## config.mk

```make
export PLATFORM = sky130hd
export DESIGN_NAME = thread_ready_queue_scheduler
export DESIGN_NICKNAME = d
export VERILOG_FILES = /design/src/rtl/core/trq_pkg.sv /design/src/rtl/core/trq_cell.sv /design/src/rtl/core/trq_chain.sv /design/src/rtl/core/thread_ready_queue_scheduler.sv
export SDC_FILE = /design/constraint.sdc
export NUM_CORES = 1
export LEC_CHECK = 0
export BUFFER_PORTS_ARGS = -buffer_cell sky130_fd_sc_hd__buf_2
export CAP_MARGIN = 10
export CORE_UTILIZATION = 40
export DETAILED_ROUTE_END_ITERATION = 8
export PLACE_DENSITY_LB_ADDON = 0.12
export REMOVE_ABC_BUFFERS = 1
export SLEW_MARGIN = 5
export SYNTH_ARGS = -nofsm -noshare
export SYNTH_HDL_FRONTEND = slang
export SYNTH_HIERARCHICAL = 1
export SYNTH_SLANG_ARGS = --single-unit
export TNS_END_PERCENT = 10
```

## constraint.sdc

```tcl
create_clock -name clk_i -period 36.3 [get_ports clk_i]
set_clock_uncertainty 0.15 [all_clocks]
set_input_delay 3.63 -clock clk_i [delete_from_list [all_inputs] [get_ports clk_i]]
set_output_delay 3.63 -clock clk_i [all_outputs]
set_load 0.05 [all_outputs]
```

## src/rtl/core/trq_pkg.sv

```systemverilog
// shared types and codes for the thread ready queue scheduler
// no dependencies; used by trq_cell, trq_chain and the top level

package trq_pkg;

  // default number of thread identifiers
  localparam int MaxThreads = 32;

  // fixed widths of the item fields
  localparam int CmdW  = 2;
  localparam int KindW = 2;
  localparam int TidW  = 6;
  localparam int StatW = 2;
  localparam int ResW  = 5;

  typedef enum logic [CmdW-1:0] {
    CMD_CREATE = 2'd0,
    CMD_YIELD  = 2'd1,
    CMD_EXIT   = 2'd2
  } trq_cmd_e;

  typedef enum logic [KindW-1:0] {
    KIND_SPECIFIC = 2'd0,
    KIND_ANY      = 2'd1,
    KIND_SELF     = 2'd2
  } trq_kind_e;

  typedef enum logic [StatW-1:0] {
    ST_OK      = 2'd0,
    ST_NOMORE  = 2'd1,
    ST_NONE    = 2'd2,
    ST_INVALID = 2'd3
  } trq_status_e;

  typedef enum logic [1:0] {
    S_IDLE,
    S_MATCH,
    S_APPLY
  } trq_state_e;

  // broadcast control from the sequencer to every cell
  typedef struct packed {
    logic capture;    // latch id compare result
    logic shift;      // close the gap from the removed slot onward
    logic use_match;  // removed slot found by compare, else by position
    logic tail_wr;    // write tail value at tail slot
    logic head_wr;    // write head value into slot 0
  } trq_ctrl_t;

endpackage

```

## src/rtl/core/trq_cell.sv

```systemverilog
// one queue slot: holds an identifier and its compare flag
// depends on trq_pkg

module trq_cell #(
  parameter int IdW    = 5,
  parameter bit IsHead = 1'b0
) (
  input  logic               clk_i,
  input  logic               rst_ni,
  input  trq_pkg::trq_ctrl_t ctrl_i,
  input  logic               valid_i,
  input  logic               pos_hit_i,
  input  logic               tail_hit_i,
  input  logic               from_i,
  input  logic [IdW-1:0]     next_id_i,
  input  logic [IdW-1:0]     cmp_id_i,
  input  logic [IdW-1:0]     tail_val_i,
  input  logic [IdW-1:0]     head_val_i,
  output logic [IdW-1:0]     id_o,
  output logic               match_o,
  output logic               from_o
);

  logic [IdW-1:0] id_q, id_d;
  logic           match_q, match_d;
  logic           hit;

  // this slot or an earlier one is removed
  assign hit    = ctrl_i.use_match ? match_q : pos_hit_i;
  assign from_o = from_i | hit;

  // next slot contents
  always_comb begin
    id_d    = id_q;
    match_d = match_q;
    if (ctrl_i.capture) begin
      match_d = valid_i && (id_q == cmp_id_i);
    end
    if (ctrl_i.shift && from_o) begin
      id_d = next_id_i;
    end
    if (ctrl_i.tail_wr && tail_hit_i) begin
      id_d = tail_val_i;
    end
    if (IsHead && ctrl_i.head_wr) begin
      id_d = head_val_i;
    end
  end

  always_ff @(posedge clk_i or negedge rst_ni) begin
    if (!rst_ni) begin
      id_q    <= '0;
      match_q <= 1'b0;
    end else begin
      id_q    <= id_d;
      match_q <= match_d;
    end
  end

  assign id_o    = id_q;
  assign match_o = match_q;

endmodule

```

## src/rtl/core/trq_chain.sv

```systemverilog
// row of queue cells, head in cell 0, each but the last shifting from its right neighbor
// depends on trq_pkg and trq_cell

module trq_chain #(
  parameter int MaxThreads = trq_pkg::MaxThreads
) (
  input  logic                              clk_i,
  input  logic                              rst_ni,
  input  trq_pkg::trq_ctrl_t                ctrl_i,
  input  logic [$clog2(MaxThreads+1)-1:0]   count_i,
  input  logic [$clog2(MaxThreads+1)-1:0]   tail_idx_i,
  input  logic                              rm_pos_i,
  input  logic [$clog2(MaxThreads)-1:0]     cmp_id_i,
  input  logic [$clog2(MaxThreads)-1:0]     tail_val_i,
  input  logic [$clog2(MaxThreads)-1:0]     head_val_i,
  output logic [$clog2(MaxThreads)-1:0]     head_id_o,
  output logic [$clog2(MaxThreads)-1:0]     second_id_o,
  output logic [MaxThreads-1:0]             match_o
);

  localparam int IdW  = $clog2(MaxThreads);
  localparam int CntW = $clog2(MaxThreads+1);

  logic [IdW-1:0]      ids [MaxThreads];
  logic [MaxThreads:0] from;

  assign from[0] = 1'b0;

  for (genvar i = 0; i < MaxThreads; i++) begin : g_cell
    logic           valid;
    logic           pos_hit;
    logic           tail_hit;
    logic [IdW-1:0] next_id;

    // per-slot position decode
    assign valid    = CntW'(i) < count_i;
    assign tail_hit = CntW'(i) == tail_idx_i;
    if (i == 0) begin : g_p0
      assign pos_hit = !rm_pos_i;
    end else if (i == 1) begin : g_p1
      assign pos_hit = rm_pos_i;
    end else begin : g_pn
      assign pos_hit = 1'b0;
    end

    // last cell has no neighbor; its value is past the tail after a shift
    if (i < MaxThreads - 1) begin : g_nb
      assign next_id = ids[i+1];
    end else begin : g_last
      assign next_id = ids[i];
    end

    trq_cell #(
      .IdW    (IdW),
      .IsHead (i == 0)
    ) u_cell (
      .clk_i      (clk_i),
      .rst_ni     (rst_ni),
      .ctrl_i     (ctrl_i),
      .valid_i    (valid),
      .pos_hit_i  (pos_hit),
      .tail_hit_i (tail_hit),
      .from_i     (from[i]),
      .next_id_i  (next_id),
      .cmp_id_i   (cmp_id_i),
      .tail_val_i (tail_val_i),
      .head_val_i (head_val_i),
      .id_o       (ids[i]),
      .match_o    (match_o[i]),
      .from_o     (from[i+1])
    );
  end

  assign head_id_o   = ids[0];
  assign second_id_o = ids[1];

endmodule

```

## src/rtl/core/thread_ready_queue_scheduler.sv

```systemverilog
// top level of the thread ready queue scheduler: sequencer, alive map, results
// depends on trq_pkg and trq_chain
//
// Usage
//   A request item (command_i, target_kind_i, target_id_i) is taken at a
//   rising edge where start is high and busy is low. The queue lives in a row
//   of cells, head in cell 0; the head is the running thread.
//   Each item is worked in a compare phase, in which every cell compares its
//   identifier with target_id_i and the lowest free identifier is found in
//   the alive map, and then an apply phase, in which the cells shift to close
//   the gap and write the tail or head. The result (status_o, result_id_o,
//   running_id_o) is shown for exactly one cycle with done_o high, registered
//   from the apply phase; busy is high during the compare and apply phases,
//   and a new item may be started in the cycle in which done_o is high, so
//   an item is not taken before the previous one has left its apply phase.
//   The receiver cannot stall; results are never held back.
//   Reset (rst_ni low, asynchronous) leaves only thread 0 queued and alive,
//   running_id_o at 0, busy and done_o low.

module thread_ready_queue_scheduler #(
  parameter int MaxThreads = trq_pkg::MaxThreads
) (
  input  logic                     clk_i,
  input  logic                     rst_ni,
  input  logic                     start,
  output logic                     busy,
  input  logic [trq_pkg::CmdW-1:0]  command_i,
  input  logic [trq_pkg::KindW-1:0] target_kind_i,
  input  logic [trq_pkg::TidW-1:0]  target_id_i,
  output logic                     done_o,
  output logic [trq_pkg::StatW-1:0] status_o,
  output logic [trq_pkg::ResW-1:0]  result_id_o,
  output logic [trq_pkg::ResW-1:0]  running_id_o
);

  localparam int IdW  = $clog2(MaxThreads);
  localparam int CntW = $clog2(MaxThreads+1);

  trq_pkg::trq_state_e state_q, state_d;

  // latched request
  logic [trq_pkg::CmdW-1:0]  cmd_q;
  logic [trq_pkg::KindW-1:0] kind_q;
  logic [trq_pkg::TidW-1:0]  tid_q;

  logic [CntW-1:0]       count_q, count_d;
  logic [MaxThreads-1:0] alive_q, alive_d;

  logic [IdW-1:0] free_id, free_id_q;
  logic           free_ok, free_ok_q;

  trq_pkg::trq_status_e status_q, status_d;
  logic [trq_pkg::ResW-1:0] rid_q, rid_d;
  logic                     done_q, done_d;

  trq_pkg::trq_ctrl_t ctrl;
  logic [CntW-1:0]       tail_idx;
  logic                  rm_pos;
  logic [IdW-1:0]        tail_val, head_val, head_id, second_id, rid;
  logic [MaxThreads-1:0] match;
  logic                  tid_ok, found, head_hit, accept;
  trq_pkg::trq_status_e  status;

  assign accept = start && !busy;
  assign busy   = state_q != trq_pkg::S_IDLE;

  trq_chain #(
    .MaxThreads (MaxThreads)
  ) u_chain (
    .clk_i       (clk_i),
    .rst_ni      (rst_ni),
    .ctrl_i      (ctrl),
    .count_i     (count_q),
    .tail_idx_i  (tail_idx),
    .rm_pos_i    (rm_pos),
    .cmp_id_i    (tid_q[IdW-1:0]),
    .tail_val_i  (tail_val),
    .head_val_i  (head_val),
    .head_id_o   (head_id),
    .second_id_o (second_id),
    .match_o     (match)
  );

  // lowest free identifier
  always_comb begin
    free_ok = 1'b0;
    free_id = '0;
    for (int i = MaxThreads - 1; i >= 0; i--) begin
      if (!alive_q[i]) begin
        free_ok = 1'b1;
        free_id = IdW'(i);
      end
    end
  end

  // target lookup from the cell compare flags
  assign tid_ok   = int'(tid_q) < MaxThreads;
  assign found    = tid_ok && (|match);
  assign head_hit = tid_ok && match[0];

  // next state, cell control and result
  always_comb begin
    state_d  = state_q;
    ctrl     = '0;
    tail_idx = count_q;
    rm_pos   = 1'b0;
    tail_val = head_id;
    head_val = tid_q[IdW-1:0];
    count_d  = count_q;
    alive_d  = alive_q;
    status   = trq_pkg::ST_INVALID;
    rid      = '0;
    status_d = status_q;
    rid_d    = rid_q;
    done_d   = 1'b0;
    case (state_q)
      trq_pkg::S_IDLE: begin
        if (accept) begin
          state_d = trq_pkg::S_MATCH;
        end
      end
      trq_pkg::S_MATCH: begin
        ctrl.capture = 1'b1;
        state_d      = trq_pkg::S_APPLY;
      end
      trq_pkg::S_APPLY: begin
        case (cmd_q)
          trq_pkg::CMD_CREATE: begin
            if (free_ok_q) begin
              ctrl.tail_wr       = 1'b1;
              tail_val           = free_id_q;
              count_d            = count_q + CntW'(1);
              alive_d[free_id_q] = 1'b1;
              status             = trq_pkg::ST_OK;
              rid                = free_id_q;
            end else begin
              status = trq_pkg::ST_NOMORE;
            end
          end
          trq_pkg::CMD_YIELD: begin
            case (kind_q)
              trq_pkg::KIND_ANY: begin
                if (count_q < CntW'(2)) begin
                  status = trq_pkg::ST_NONE;
                end else begin
                  // rotate head to tail
                  ctrl.shift   = 1'b1;
                  ctrl.tail_wr = 1'b1;
                  tail_idx     = count_q - CntW'(1);
                  status       = trq_pkg::ST_OK;
                  rid          = second_id;
                end
              end
              trq_pkg::KIND_SELF: begin
                status = trq_pkg::ST_OK;
                rid    = head_id;
              end
              trq_pkg::KIND_SPECIFIC: begin
                if (head_hit) begin
                  status = trq_pkg::ST_OK;
                  rid    = head_id;
                end else if (found) begin
                  // pull target out, old head to tail, target to head
                  ctrl.shift     = 1'b1;
                  ctrl.use_match = 1'b1;
                  ctrl.tail_wr   = 1'b1;
                  ctrl.head_wr   = 1'b1;
                  tail_idx       = count_q - CntW'(1);
                  status         = trq_pkg::ST_OK;
                  rid            = tid_q[IdW-1:0];
                end
              end
              default: begin
                status = trq_pkg::ST_INVALID;
              end
            endcase
          end
          trq_pkg::CMD_EXIT: begin
            if (kind_q == trq_pkg::KIND_ANY) begin
              if (count_q < CntW'(2)) begin
                status = trq_pkg::ST_NONE;
              end else begin
                ctrl.shift         = 1'b1;
                rm_pos             = 1'b1;
                count_d            = count_q - CntW'(1);
                alive_d[second_id] = 1'b0;
                status             = trq_pkg::ST_OK;
                rid                = second_id;
              end
            end else if (kind_q == trq_pkg::KIND_SELF ||
                         (kind_q == trq_pkg::KIND_SPECIFIC && head_hit)) begin
              if (count_q < CntW'(2)) begin
                status = trq_pkg::ST_NONE;
              end else begin
                ctrl.shift       = 1'b1;
                count_d          = count_q - CntW'(1);
                alive_d[head_id] = 1'b0;
                status           = trq_pkg::ST_OK;
                rid              = head_id;
              end
            end else if (kind_q == trq_pkg::KIND_SPECIFIC && found) begin
              ctrl.shift              = 1'b1;
              ctrl.use_match          = 1'b1;
              count_d                 = count_q - CntW'(1);
              alive_d[tid_q[IdW-1:0]] = 1'b0;
              status                  = trq_pkg::ST_OK;
              rid                     = tid_q[IdW-1:0];
            end
          end
          default: begin
            status = trq_pkg::ST_INVALID;
          end
        endcase
        status_d = status;
        rid_d    = trq_pkg::ResW'(rid);
        done_d   = 1'b1;
        state_d  = trq_pkg::S_IDLE;
      end
      default: begin
        state_d = trq_pkg::S_IDLE;
      end
    endcase
  end

  // control state
  always_ff @(posedge clk_i or negedge rst_ni) begin
    if (!rst_ni) begin
      state_q <= trq_pkg::S_IDLE;
      count_q <= CntW'(1);
      alive_q <= MaxThreads'(1);
      done_q  <= 1'b0;
    end else begin
      state_q <= state_d;
      count_q <= count_d;
      alive_q <= alive_d;
      done_q  <= done_d;
    end
  end

  // request and result payload
  always_ff @(posedge clk_i) begin
    if (accept) begin
      cmd_q  <= command_i;
      kind_q <= target_kind_i;
      tid_q  <= target_id_i;
    end
    if (state_q == trq_pkg::S_MATCH) begin
      free_id_q <= free_id;
      free_ok_q <= free_ok;
    end
    status_q <= status_d;
    rid_q    <= rid_d;
  end

  assign done_o       = done_q;
  assign status_o     = status_q;
  assign result_id_o  = rid_q;
  assign running_id_o = trq_pkg::ResW'(head_id);

  // checks
  a_done_after_apply: assert property (@(posedge clk_i) disable iff (!rst_ni)
    (state_q == trq_pkg::S_APPLY) |=> done_o)
    else $error("result strobe missing after apply");

  a_count_range: assert property (@(posedge clk_i) disable iff (!rst_ni)
    (count_q != '0) && (int'(count_q) <= MaxThreads))
    else $error("queue count out of range");

  a_alive_matches_count: assert property (@(posedge clk_i) disable iff (!rst_ni)
    $countones(alive_q) == int'(count_q))
    else $error("alive map disagrees with queue count");

  a_fail_zero_id: assert property (@(posedge clk_i) disable iff (!rst_ni)
    (done_o && status_o != trq_pkg::ST_OK) |-> (result_id_o == '0))
    else $error("nonzero result id on failed request");

  a_accept_to_match: assert property (@(posedge clk_i) disable iff (!rst_ni)
    accept |=> (state_q == trq_pkg::S_MATCH))
    else $error("accepted item did not enter compare phase");

endmodule
```

==> results.txt, run 1 <==
----------------------------------------------------
[Timing]
  Setup Total Neg Slack ... 0 ps
  Final Max Slew Viols ... 0
  Number of hold-slack violations in the final timing report ... 0
  Worst setup slack after layout ... 21,620 ps
  Final setup vio count ... 0
  Post-route minimum period ... 14,680 ps
  Slew HR ... 0.238
  Setup repair after global routing missed its margin ... no
  Slew @ Worst Pin ... 1140 ps
  Maximum clock frequency ... 0.0681 GHz
  Period utilization ... 0.405

[Detailed routing]
  Residual DRC count ... 0
  Detailed-routing iteration count for the pre-antenna-repair pass ... 6
  Overall routed net length ... 59,800 um
  Final routed wire length divided by cell count ... 21.3 um
  Avg Vias per Cell ... 6.07
  Detailed Route Iter0 Violations ... 1,832
  Number of routed nets with antenna violations ... 0
  Routed via count ... 17,000

[GRT]
  Most crowded layer after global routing ... met2
  Global routing usage on met3 ... 0.0286
  GRT overflow ... 0
  Total routing usage reported by global routing ... 0.256
  Antenna violations before repair ... 0
  Number of global-route vias before repair ... 16,200
  Wire length of the first global-routing pass ... 95,200 um
  Maximum number of pins on one net before global-route repair ... 231
  Met1 track utilization from global routing ... 0.353
  Met2 Resource Use GR ... 0.418

[Place]
  Number of placed cells counting well taps ... 2,747
  HPWL reported at the end of detailed placement ... 38,300 um
  Count of port buffers added during placement ... 26
  Setup WS pre-CTS ... 22,120 ps
  Placer's final routability congestion estimate ... 0.915

[Final layout]
  Ratio of cells with drive above 1 in the final layout ... 0.0872
  FILL cells ... 4,330
  Final Util ... 0.452
  Non-filler instance count after layout ... 2,805
  Commonest cells after routing, fill and taps aside ... sky130_fd_sc_hd__a31oi_1, sky130_fd_sc_hd__dfrtp_1, sky130_fd_sc_hd__nor2_1
  Antenna diode count ... 0
  Synthesis-to-layout area growth ... 10.9%
  Commonest non-fill, non-tap cell in the layout ... sky130_fd_sc_hd__a31oi_1
  Fin nets ... 2,207

[Worst setup path]
  Setup crit end kind ... register
  Number of buffer and inverter stages on the critical path ... 31
  Cell with the biggest individual delay on the critical path ... sky130_fd_sc_hd__a2111o_1
  Slowest stage delay, CP ... 570 ps
  Class of the most critical setup path ... register to register
  Arrival time of data at the critical path endpoint ... 15,050 ps
  Sort of element at the start of the critical path ... register
  Critical path peak fanout ... 31
  Worst r2r path cells ... 68
  Cell type group with the largest total delay on the critical path ... buffers and inverters
  Critical path data required time ... 36,670 ps
  Critical path depth in cells ... 68

[Clocking]
  Clk sink count ... 256
  Setup Buffers After CTS ... 0
  Resize count post-CTS ... 0
  TritonCTS clock tree ... done
  Clock Tree Buf Depth ... 3
  Number of hold buffers added after CTS ... 0
  Later-pin clock latency in the skew report ... 600 ps
  Count of H-tree levels built during CTS ... 1
  Clock slew at reported path FFs ... 60 ps
  Cell at the root of the clock tree ... sky130_fd_sc_hd__clkbuf_16
  Number of buffers created by CTS ... 31

[Outcome]
  Run status ... complete, no violations

[Floorplanning]
  Floorplan Core Area ... 44,400 um2
  Die width ... 215 um
  Number of ports placed on the die boundary ... 27
  Die height ... 215 um
  Placement row count ... 77
  Starting Density ... 0.408
  Overall die area ... 46,100 um2

[Yosys]
  Mean area per synthesized cell ... 8.55 um2
  Cell Area, Synth ... 18,100 um2
  Synthesis Warnings ... 6
  Cell count after synthesis ... 2,118

[Pwr]
  Static Leak ... 7.24 nW
  Power density over the cells ... 69.5 nW/um2
  Peak supply drop ... 42.5 uV

[Job]
  Maximum Capacitance Violations ... 0

[Hold path]
  Min-Delay Path Class ... register to register
  Worst hold path depth ... 1

----------------------------------------------------
[sequential cells by signal, summed over array words and instances, names as in the netlist]
| name | count |
|---|---|
| u_chain/g_cell.u_cell/id_o | 160 |
| alive_q | 32 |
| u_chain/g_cell.u_cell/match_o | 32 |
| count_q | 6 |
| tid_q | 6 |
| free_id_q | 5 |
| result_id_o | 5 |
| cmd_q | 2 |
| kind_q | 2 |
| state_q | 2 |
| status_o | 2 |
| done_o | 1 |
| free_ok_q | 1 |
[power breakdown]
group          internal, W  switching [W]  leakage [nW]
logic             0.000230       0.000287          3.77
registers         0.000394       0.000174          2.98
clock network     0.000182       0.000130         0.486
total             0.000806       0.000591          7.24
[worst paths after layout]
kind | startpoint | end | slack (ps)
worst min register to register | state_q[1] | state_q[1] | 370
worst max register to register | u_chain/g_cell[0].u_cell/match_o | u_chain/g_cell[31].u_cell/id_o[1] | 21620
worst max-delay path | u_chain/g_cell[0].u_cell/match_o | u_chain/g_cell[31].u_cell/id_o[1] | 21620
worst min-delay path | state_q[1] | state_q[1] | 370
max in group asynchronous | rst_ni | u_chain/g_cell[11].u_cell/id_o[0] | 31570
min in group asynchronous | rst_ni | alive_q[17] | 2950
[layout make-up]
class                   count  area, um2  share of cell area
repair buffers             46        303              0.0151
clock buffers              44        845              0.0420
inverters                  93        349              0.0174
multi-input cells        1760      11200               0.557
well taps                 592        741              0.0369
flip-flops and latches    256       6520               0.325
clock inverters            14        144             0.00716
[layer usage]
| metal | vias to the layer above | wire length [um] |
|---|---|---|
| met4 | 0 | 1730 |
| li1 | 8045 | - |
| met1 | 8268 | 26800 |
| met3 | 127 | 3260 |
| met5 | - | 0 |
| met2 | 593 | 28000 |
[stage by stage]
stage | power, W | hold slack (ps) | cell area, um2
floorplan | 0.000893 | 282 | 18000
global placement | 0.00108 | 346 | 19100
detailed placement | 0.00108 | 358 | 19100
CTS | 0.00139 | 368 | 20100
global route | 0.00148 | 390 | 20100
finish | 0.00140 | 371 | 20100
Note: power is estimated with default switching activity, not from simulation.
==> run 2: changes to the inputs <==
==> constraint.sdc (replaced) <==
create_clock -name clk_i -period 14.67 [get_ports clk_i]
set_clock_uncertainty 0.15 [all_clocks]
set_input_delay 1.467 -clock clk_i [delete_from_list [all_inputs] [get_ports clk_i]]
set_output_delay 1.467 -clock clk_i [all_outputs]
set_load 0.05 [all_outputs]
==> run 2 against run 1 <==
Effect of this change:
- the run now ends with slew limit left
- fmax is 11% higher
- clock power grew to 2.8 times the previous value
- count of clock-buffer cells in the layout is 4 higher
- sequential cell count stayed put
- cell area is 0.85% higher
- via count is 0.39% lower
- sequential share of layout area is 0.27 points lower
- routed wire length is 0.19% higher
- global-route usage is 0.33 points higher
- utilization is 0.38 points higher
- critical path depth is 1 higher
- critical path type unchanged
- largest cell class unchanged
==> results.txt, run 2 (synthesis results as in run 1) <==
----------------------------------------------------
[Timing]
  Slew @ Worst Pin ... 1960 ps
  Worst hold margin ... 366 ps
  Final setup vio count ... 0
  Final Max Slew Viols ... 191
  Number of hold-slack violations in the final timing report ... 0
  Slew HR ... -0.308
  Maximum clock frequency ... 0.0757 GHz
  Period utilization ... 0.901
  Setup repair after global routing missed its margin ... no
  Setup Total Neg Slack ... 0 ps
  Post-route minimum period ... 13,220 ps

[Pwr]
  Post-layout total power ... 0.00354 W
  Power density over the cells ... 175 nW/um2
  Switching power total ... 0.00147 W
  Peak supply drop ... 102 uV
  Internal power ... 0.00207 W
  Static Leak ... 7.28 nW
  Combinational cell fraction of total power ... 0.361
  Sw frac ... 0.416
  Fraction of power consumed by the clock network ... 0.243
  Sequential fraction of design power ... 0.397

[Worst setup path]
  Cell mode on critical path ... sky130_fd_sc_hd__nand2_1
  Number of buffer and inverter stages on the critical path ... 31
  Cell type group with the largest total delay on the critical path ... simple AND/OR/NAND/NOR gates
  Worst flop-to-flop path endpoint ... u_chain/g_cell[31].u_cell/id_o[4]
  Critical path data required time ... 14,980 ps
  Sort of element at the start of the critical path ... register
  Launch point of the worst reg-to-reg path ... u_chain/g_cell[28].u_cell/match_o
  Register-to-register setup slack ... 1450 ps
  Setup crit end kind ... register
  First element of the critical path ... u_chain/g_cell[28].u_cell/match_o
  Worst r2r path cells ... 69
  Slowest stage delay, CP ... 560 ps
  Cell with the biggest individual delay on the critical path ... sky130_fd_sc_hd__a2111o_2
  Class of the most critical setup path ... register to register
  Arrival time of data at the critical path endpoint ... 13,530 ps
  Critical path peak fanout ... 10

[Clocking]
  Later-pin clock latency in the skew report ... 540 ps
  Clock slew at reported path FFs ... 60 ps
  Count of H-tree levels built during CTS ... 2
  Clock Tree Buf Depth ... 3
  Number of hold buffers added after CTS ... 0
  Number of buffers created by CTS ... 34
  Cell at the root of the clock tree ... sky130_fd_sc_hd__clkbuf_16
  Clk sink count ... 256
  TritonCTS clock tree ... done

[GRT]
  GRT overflow ... 0
  Wire length of the first global-routing pass ... 95,700 um
  Antenna violations before repair ... 0
  Maximum number of pins on one net before global-route repair ... 317
  Total routing usage reported by global routing ... 0.260
  Number of global-route vias before repair ... 16,200

[Place]
  Count of port buffers added during placement ... 26
  HPWL reported at the end of detailed placement ... 38,400 um
  Number of placed cells counting well taps ... 2,744
  Placer's final routability congestion estimate ... 0.898

[Hold path]
  Worst hold path depth ... 1
  Sink of the worst hold path ... state_q[1]
  Min-Delay Path Class ... register to register
  Source of the worst hold timing path ... state_q[1]

[Outcome]
  Violated checks ... slew limit
  Run status ... complete, but fails checks

[Detailed routing]
  Final routed wire length divided by cell count ... 21.4 um
  Routed via count ... 17,000
  Detailed Route Iter0 Violations ... 1,751
  Detailed-routing iteration count for the pre-antenna-repair pass ... 8
  Avg Vias per Cell ... 6.05
  Number of routed nets with antenna violations ... 0
  Residual DRC count ... 0
  Overall routed net length ... 59,900 um

[Final layout]
  Commonest non-fill, non-tap cell in the layout ... sky130_fd_sc_hd__a31oi_1
  FILL cells ... 4,293
  Final Util ... 0.456
  Fin nets ... 2,207
  Ratio of cells with drive above 1 in the final layout ... 0.0976
  Commonest cells after routing, fill and taps aside ... sky130_fd_sc_hd__a31oi_1, sky130_fd_sc_hd__dfrtp_1, sky130_fd_sc_hd__nor2_1
  Synthesis-to-layout area growth ... 11.8%
  Antenna diode count ... 0
  Largest register FFs ... 160
  Non-filler instance count after layout ... 2,806

[Job]
  Maximum Capacitance Violations ... 0

[Floorplanning]
  Starting Density ... 0.408
  Overall die area ... 46,100 um2
  Placement row count ... 77
  Die height ... 215 um
  Die width ... 215 um
  Number of ports placed on the die boundary ... 27
  Floorplan Core Area ... 44,400 um2

----------------------------------------------------
run 2: per-layer routing:
layer	wire length [um]	global-route usage
met3	3540	0.0358
met4	1420	0.0783
met5	0	0
met1	26700	0.355
met2	28300	0.425
run 2: final cells by class:
type | instances | area, um2 | share of cell area
Multi-Input combinational cell | 1760 | 11200 | 0.553
Sequential cell | 256 | 6530 | 0.322
Clock buffer | 48 | 997 | 0.0492
Tap cell | 592 | 741 | 0.0366
Inverter | 93 | 349 | 0.0172
Timing Repair Buffer | 43 | 293 | 0.0145
Clock inverter | 14 | 150 | 0.00741
run 2: per-stage QoR:
stage	cell area (um2)	setup slack (ps)
5_1_grt	20300	25.3
4_1_cts	20200	481
2_1_floorplan	18000	-5510
3_3_place_gp	19100	1280
3_5_place_dp	19100	597
6_report	20300	1450
run 2: worst max path at each step:
stage | cells after the start | slack, ps | end
after global routing | 69 | 30 | u_chain/g_cell[31].u_cell/id_o[4]
after global placement | 69 | 1280 | u_chain/g_cell[31].u_cell/id_o[1]
after detailed placement | 69 | 600 | u_chain/g_cell[31].u_cell/id_o[4]
final | 69 | 1450 | u_chain/g_cell[31].u_cell/id_o[4]
after floorplan | 68 | -5510 | u_chain/g_cell[31].u_cell/id_o[3]
after CTS | 69 | 480 | u_chain/g_cell[31].u_cell/id_o[4]
run 2: power groups by stage:
stage	sequential, W	combinational, W	clock, W
finish	0.00141	0.00128	0.000860
CTS	0.00140	0.00127	0.000883
global route	0.00145	0.00140	0.000913
global placement	0.00141	0.00125	0
detailed placement	0.00141	0.00126	0
floorplan	0.00129	0.000918	0
run 2: what timing repair did:
item                       in CTS  in global routing
setup buffers                   0                  0
setup endpoints to repair       0                 20
resized for setup               0                 20
run 2: worst register-to-register path, delay by kind of cell (launching register included):
kind | cells | cell delay (ps)
compound gates | 3 | 840
flops | 1 | 420
simple gates | 34 | 5920
buf+inv | 31 | 5540
mux | 1 | 270
